$ cat config.mk
export PLATFORM = sky130hd
export DESIGN_NAME = ordered_value_list
export DESIGN_NICKNAME = d
export VERILOG_FILES = /design/src/rtl/ovl_pkg.sv /design/src/rtl/ovl_cell.sv /design/src/rtl/ordered_value_list.sv
export SDC_FILE = /design/constraint.sdc
export NUM_CORES = 2
export LEC_CHECK = 0
export BUFFER_PORTS_ARGS = -buffer_cell sky130_fd_sc_hd__buf_4
export CAP_MARGIN = 25
export CORE_MARGIN = 3
export CORE_UTILIZATION = 55
export CTS_CLUSTER_SIZE = 10
export DETAILED_ROUTE_END_ITERATION = 8
export PLACE_DENSITY = 0.81
export SKIP_CTS_REPAIR_TIMING = 1
export SKIP_LAST_GASP = 1
export SLEW_MARGIN = 10
export SYNTH_ARGS = -nofsm -noshare
export SYNTH_HDL_FRONTEND = slang
export SYNTH_SLANG_ARGS = --single-unit
$ cat constraint.sdc
create_clock -name clk_i -period 8.1 [get_ports clk_i]
set_clock_uncertainty 0.05 [all_clocks]
set_input_delay 1.215 -clock clk_i [delete_from_list [all_inputs] [get_ports clk_i]]
set_output_delay 1.215 -clock clk_i [all_outputs]
set_load 0.02 [all_outputs]
$ cat src/rtl/ovl_pkg.sv
`timescale 1ns / 1ps
`default_nettype none
// ----------------------------------------------------------------------------
// ovl_pkg: shared types for the ordered value list
// Operation codes, request and result payloads, and the per-cell record.
// ----------------------------------------------------------------------------
package ovl_pkg;

  typedef enum logic [2:0] {
    OP_PUSH_FRONT   = 3'd0,
    OP_PUSH_ORDERED = 3'd1,
    OP_QUERY        = 3'd2,
    OP_REMOVE       = 3'd3,
    OP_CLEAR        = 3'd4
  } op_e;

  typedef struct packed {
    op_e                operation;
    logic signed [31:0] value;
  } req_t;

  typedef struct packed {
    logic       found;
    logic       accepted;
    logic       is_empty;
    logic [4:0] entry_count;
  } rsp_t;

  // Contents of one cell: occupied flag and stored value.
  typedef struct packed {
    logic               occ;
    logic signed [31:0] entry;
  } slot_t;

  // Command broadcast to every cell in the row.
  typedef struct packed {
    logic               go;
    op_e                op;
    logic signed [31:0] value;
  } cmd_t;

  // Flags that ripple from the front of the row toward the back.
  typedef struct packed {
    logic hit;
    logic stop;
  } chain_t;

endpackage : ovl_pkg
`default_nettype wire

$ cat src/rtl/ovl_cell.sv
`timescale 1ns / 1ps
`default_nettype none
// ----------------------------------------------------------------------------
// ovl_cell: one position of the list
// Holds one entry, compares it with the request value and shifts with its
// neighbors on inserts and removes.
// ----------------------------------------------------------------------------
module ovl_cell (
  input  wire                   clk_i,
  input  wire                   rst_ni,
  input  ovl_pkg::cmd_t         cmd_i,
  input  ovl_pkg::slot_t        left_i,
  input  ovl_pkg::slot_t        right_i,
  input  ovl_pkg::chain_t       chain_i,
  output ovl_pkg::chain_t       chain_o,
  output ovl_pkg::slot_t        slot_o
);
  import ovl_pkg::*;

  logic               occ_q, occ_d;
  logic signed [31:0] entry_q, entry_d;
  logic               match;
  logic               stop;

  assign match = occ_q && (entry_q == cmd_i.value);
  // The ordered insert lands in the first free cell or before the first
  // entry that is not smaller than the new value.
  assign stop  = !occ_q || !(entry_q < cmd_i.value);

  assign chain_o.hit  = chain_i.hit | match;
  assign chain_o.stop = chain_i.stop | stop;
  assign slot_o.occ   = occ_q;
  assign slot_o.entry = entry_q;

  always_comb begin
    occ_d   = occ_q;
    entry_d = entry_q;
    if (cmd_i.go) begin
      case (cmd_i.op)
        OP_PUSH_FRONT: begin
          occ_d   = left_i.occ;
          entry_d = left_i.entry;
        end
        OP_PUSH_ORDERED: begin
          if (chain_i.stop) begin
            occ_d   = left_i.occ;
            entry_d = left_i.entry;
          end else if (stop) begin
            occ_d   = 1'b1;
            entry_d = cmd_i.value;
          end
        end
        OP_REMOVE: begin
          if (chain_i.hit || match) begin
            occ_d   = right_i.occ;
            entry_d = right_i.entry;
          end
        end
        OP_CLEAR: begin
          occ_d = 1'b0;
        end
        default: begin
        end
      endcase
    end
  end

  always_ff @(posedge clk_i or negedge rst_ni) begin
    if (!rst_ni) begin
      occ_q <= 1'b0;
    end else begin
      occ_q <= occ_d;
    end
  end

  always_ff @(posedge clk_i) begin
    entry_q <= entry_d;
  end

endmodule : ovl_cell
`default_nettype wire

$ cat src/rtl/ordered_value_list.sv
`timescale 1ns / 1ps
`default_nettype none
// The result strobe is registered and rises in the cycle after a request is taken.
// One request per cycle is taken; busy never rises, since every cell
// compares and shifts with its neighbors in the same cycle.
// The first-match and insert-position flags ripple through all CAPACITY cells.
// Reset clears the occupied flags and the count; the list starts empty.
// Results cannot be stalled by the receiver.
// ----------------------------------------------------------------------------
// ordered_value_list: bounded list of signed 32-bit values
// A row of cells, front at cell 0, supporting front and ordered insert,
// membership query, remove of the first match and clear.
// ----------------------------------------------------------------------------
module ordered_value_list #(
  parameter int CAPACITY = 16
) (
  input  wire           clk_i,
  input  wire           rst_ni,
  input  wire           start,
  output logic          busy,
  input  ovl_pkg::req_t req_i,
  output logic          rsp_valid_o,
  output ovl_pkg::rsp_t rsp_o
);
  import ovl_pkg::*;

  localparam int CntW = $clog2(CAPACITY + 1);

  logic            take;
  logic            full;
  logic            is_insert;
  logic            [CntW-1:0] count_q, count_d;
  logic            rsp_valid_q;
  rsp_t            rsp_q, rsp_d;
  cmd_t            cmd;
  slot_t           slots    [CAPACITY];
  slot_t           lefts    [CAPACITY];
  slot_t           rights   [CAPACITY];
  chain_t          chains   [CAPACITY+1];
  logic [CAPACITY-1:0] occ_vec;

  assign busy      = 1'b0;
  assign take      = start && !busy;
  assign full      = (count_q == CntW'(CAPACITY));
  assign is_insert = (req_i.operation == OP_PUSH_FRONT) ||
                     (req_i.operation == OP_PUSH_ORDERED);

  assign cmd.go    = take && !(is_insert && full);
  assign cmd.op    = req_i.operation;
  assign cmd.value = req_i.value;

  assign chains[0] = '{hit: 1'b0, stop: 1'b0};

  for (genvar i = 0; i < CAPACITY; i++) begin : g_cell
    if (i == 0) begin : g_front
      // The front cell pulls the new value in on a front insert.
      assign lefts[i] = '{occ: 1'b1, entry: req_i.value};
    end else begin : g_mid
      assign lefts[i] = slots[i-1];
    end
    if (i == CAPACITY - 1) begin : g_back
      assign rights[i] = '{occ: 1'b0, entry: '0};
    end else begin : g_inner
      assign rights[i] = slots[i+1];
    end
    assign occ_vec[i] = slots[i].occ;

    ovl_cell u_cell (
      .clk_i   (clk_i),
      .rst_ni  (rst_ni),
      .cmd_i   (cmd),
      .left_i  (lefts[i]),
      .right_i (rights[i]),
      .chain_i (chains[i]),
      .chain_o (chains[i+1]),
      .slot_o  (slots[i])
    );
  end

  always_comb begin
    count_d          = count_q;
    rsp_d.found      = 1'b0;
    rsp_d.accepted   = 1'b0;
    case (req_i.operation)
      OP_PUSH_FRONT, OP_PUSH_ORDERED: begin
        if (!full) begin
          count_d        = count_q + CntW'(1);
          rsp_d.accepted = 1'b1;
        end
      end
      OP_QUERY: begin
        rsp_d.found = chains[CAPACITY].hit;
      end
      OP_REMOVE: begin
        if (chains[CAPACITY].hit) begin
          count_d     = count_q - CntW'(1);
          rsp_d.found = 1'b1;
        end
      end
      OP_CLEAR: begin
        count_d = '0;
      end
      default: begin
      end
    endcase
    rsp_d.is_empty    = (count_d == '0);
    rsp_d.entry_count = 5'(count_d);
  end

  always_ff @(posedge clk_i or negedge rst_ni) begin
    if (!rst_ni) begin
      count_q     <= '0;
      rsp_valid_q <= 1'b0;
    end else begin
      rsp_valid_q <= take;
      if (take) begin
        count_q <= count_d;
      end
    end
  end

  always_ff @(posedge clk_i) begin
    if (take) begin
      rsp_q <= rsp_d;
    end
  end

  assign rsp_valid_o = rsp_valid_q;
  assign rsp_o       = rsp_q;

  // The occupied cells always form an unbroken run from the front.
  assert property (@(posedge clk_i) disable iff (!rst_ni)
    (occ_vec & ~{occ_vec[CAPACITY-2:0], 1'b1}) == '0)
    else $error("occupied cells not contiguous from the front");

  // The count tracks the number of occupied cells.
  assert property (@(posedge clk_i) disable iff (!rst_ni)
    $countones(occ_vec) == int'(count_q))
    else $error("count disagrees with occupied cells");

  // An accepted insert grows the list by exactly one entry.
  assert property (@(posedge clk_i) disable iff (!rst_ni)
    rsp_valid_q && rsp_q.accepted |-> count_q == CntW'($past(count_q) + 1))
    else $error("accepted insert did not grow the list by one");

  // Every request taken produces a result strobe in the next cycle.
  assert property (@(posedge clk_i) disable iff (!rst_ni)
    take |=> rsp_valid_q)
    else $error("result strobe missing after a request");

endmodule : ordered_value_list
`default_nettype wire

==> run metrics <==
drt total wl=139000 um; Synth Area per Inst=between 10 and 15 um^2; Remaining Overflow, GRT=0; multi-input gate area in the final layout=21700 um^2; clock transition at the registers of the reported paths=0.06 ns; final core occ=0.605; largest area contributor in the netlist=edfxtp_1; final setup vio count=0; Slew @ Worst Pin=1.08 ns; Worst VDD drop=about 0.00016 V; end point of the critical path=g_cell[11].u_cell.entry_q[27]; Final period util=0.798; final worst slack=1.64 ns; total I/O pin count=48; GRT Total Usage=0.364; Fmax=155 MHz; synth warn=0; Max Transition Viols Final=0; Power Density=180 nW/um^2; Worst EP arrival=a little under 7 ns; antenna violations before repair=1; 1st-iter DRT viols=5630; Int Pwr=5360 uW; post-synthesis sequential area ratio=0.414; R2R depth=13; antenna-violating nets left=0; nets@finish=about 4.3k; flop2flop setup slack=2.58 ns; Syn Nets=4335; vias per cell=~7.5; worst r2r src=g_cell[2].u_cell.entry_q[10]; clock tree from TritonCTS=built; pre-CTS WS=1.24 ns; Syn Std Cell Area=39000 um^2; endpoint class of the critical path=register; routed vias=35.4k; Skew-Pair Late Insertion Delay=approximately 0.63 ns; Wirelength per Cell=around 30 um; post-route cell area=42400 um^2; clock buffer depth=3; Core ar.=70100 um^2; chip height=approximately 270 um; register area=between 15000 and 20000 um^2; Net Sw Power=2260 uW; Worst setup SP type=input port; layout cells sized above 1=0.0905; Syn Inst Count=3783; Detail Placement HPWL=around 95000 um; Post-DP Area=40400 um^2; max cap viols=0; Residual DRC=0; Layout area overhead=8.64%; H-tree Lvls=3; root buf cell=clkbuf_16; post-layout min period=between 6 and 7 ns; Post-synth ARST share=0.0406; die area=74200 um^2; status=completed; IO Port Bufs=46; combinational power share=0.174; CP startpoint=req_i[11]; top cell type's share of synthesized area=0.400; post-synthesis cell type count=83; flops & latches, synth=542; Hold Violations, Final=0; CP required=approximately 8.4 ns; filler cell count=between 5k and 6k; hold crit path type=in2async; Slew Limit Headroom=0.281; synth top area cells=edfxtp_1 40%, ha_1 16%, a22oi_1 5.1%, o21ai_0 3.2%, a21oi_1 2.9%; sequential share of power=0.453; Clock power frac=0.373; initial core utilization=0.556; P_leak=0.0169 uW; Post-synth EDFFs=520; sum of negative setup slack=0 ns; most common flop cell mapped by yosys=edfxtp_1; first-pass iteration count of the detailed router=8; number of global-route vias before repair=33.3k; DIE WIDTH=272 um; gpl congestion=a little over 1; sw frac=0.297; wire length of the first global-routing pass=209000 um; number of cell rows=97; R2R Path End=g_cell[11].u_cell.entry_q[27]; CP Class=in2reg; CTS Buf Count=67; clk sinks=542; Critical Path Fanout Max=33; unrepaired setup endpoints after global routing=false; pin count of the biggest net entering global routing=between 150 and 200
-- layout make-up --
class | count | area share
multi-input combinational | 2884 | 0.511
tap | 940 | 0.0277
inverter | 93 | 0.00826
sequential | 542 | 0.381
antenna | 2 | 0.000118
clock inverter | 8 | 0.00168
timing repair buffer | 130 | 0.0261
clock buffer | 98 | 0.0438
-- cell usage after synthesis (all sizes together), types with 13 or more instances --
master / count
buf: 34
o211ai: 19
nor4: 23
nand2: 291
a22o: 93
clkbuf: 230
o221ai: 15
nor2b: 32
o22ai: 129
dfrtp: 22
inv: 92
a22oi: 264
a211o: 34
o21a: 14
a31oi: 13
a21o: 120
ha: 514
nand4: 83
o21ai: 254
nor3: 44
edfxtp: 520
a221o: 73
and4: 16
nand2b: 15
nand3: 83
and3: 107
nor2: 93
a21oi: 229
o221a: 55
a211oi: 29
or2: 58
o32ai: 32
-- per-stage QoR --
stage / total power (uW) / hold WS (ns) / cells
global placement: 4710 / 0.503 / 4582
CTS: 7550 / 0.452 / 4691
detailed placement: 4760 / 0.515 / 4585
finish: 7620 / 0.477 / 4697
floorplan: 4290 / 0.459 / 3783
global route: 7830 / 0.483 / 4695
-- worst min-delay path by stage --
| stage | from | end | slack, ns |
|---|---|---|---|
| finish | rst_ni | g_cell[5].u_cell.occ_q | 0.48 |
| global route | rst_ni | g_cell[5].u_cell.occ_q | 0.48 |
| CTS | rst_ni | g_cell[5].u_cell.occ_q | 0.45 |
| detailed placement | g_cell[6].u_cell.entry_q[30] | g_cell[7].u_cell.entry_q[30] | 0.52 |
| global placement | g_cell[9].u_cell.entry_q[0] | g_cell[10].u_cell.entry_q[0] | 0.50 |
| floorplan | g_cell[11].u_cell.occ_q | g_cell[11].u_cell.occ_q | 0.46 |
-- cell families after synthesis --
| family | share of synthesized area |
|---|---|
| fa+ha+maj | 0.165 |
| simple gates | 0.119 |
| other cells | 0.0000961 |
| buf+inv | 0.0358 |
| compound gates | 0.261 |
| xor+xnor | 0.000673 |
| flops | 0.414 |
| mux | 0.00452 |
-- sequential cells by signal, summed over array words and instances (netlist names) --
signal / count
g_cell.u_cell.entry_q: 512
rsp_valid_o: 1
rsp_o: 8
g_cell.u_cell.occ_q: 16
count_q: 5
-- layer usage --
metal	part of all wire	GRT usage	routed length, um
met5	0.000094	0	13
met4	0.051	0.158	7100
met3	0.15	0.100	21300
met2	0.42	0.535	58200
met1	0.38	0.506	52000
-- layout by cell type (no fill, tap or decap), types with 34 or more instances in the layout --
cell type | synthesis | layout
ha_1 | 514 | 514
a22o_1 | 93 | 93
inv_1 | 92 | 92
or2_2 | 58 | 58
a22oi_1 | 264 | 264
nand3_1 | 82 | 82
edfxtp_1 | 520 | 520
and3_1 | 107 | 107
o21ai_0 | 250 | 247
a21oi_1 | 229 | 225
nand4_1 | 83 | 83
a211o_1 | 34 | 34
a21o_1 | 120 | 119
o22ai_1 | 129 | 129
clkbuf_16 | 0 | 69
nor2_1 | 93 | 84
buf_4 | 1 | 118
a221o_1 | 73 | 73
nand2_1 | 291 | 288
nor3_1 | 43 | 37
-- power by group through the flow --
stage / Combinational, uW / Clock (uW) / Sequential, uW
detailed placement: 1260 / 0 / 3500
CTS: 1270 / 2830 / 3440
floorplan: 863 / 0 / 3420
global route: 1430 / 2940 / 3460
global placement: 1220 / 0 / 3500
finish: 1330 / 2840 / 3460
-- critical path, cell delays in order --
cell and delay (ns):
buf_4 0.21, inv_1 0.42, ha_1 0.50, nand4_1 0.17, nor4_1 0.77, a21boi_0 0.27, o32a_1 0.23, mux2i_1 0.39
o21ai_0 0.17, nor4_1 0.58, nand3_1 0.25, or4_1 0.44, buf_4 0.29, and3_1 0.51, buf_12 0.31
No activity file was read; power rests on OpenSTA's default activity.
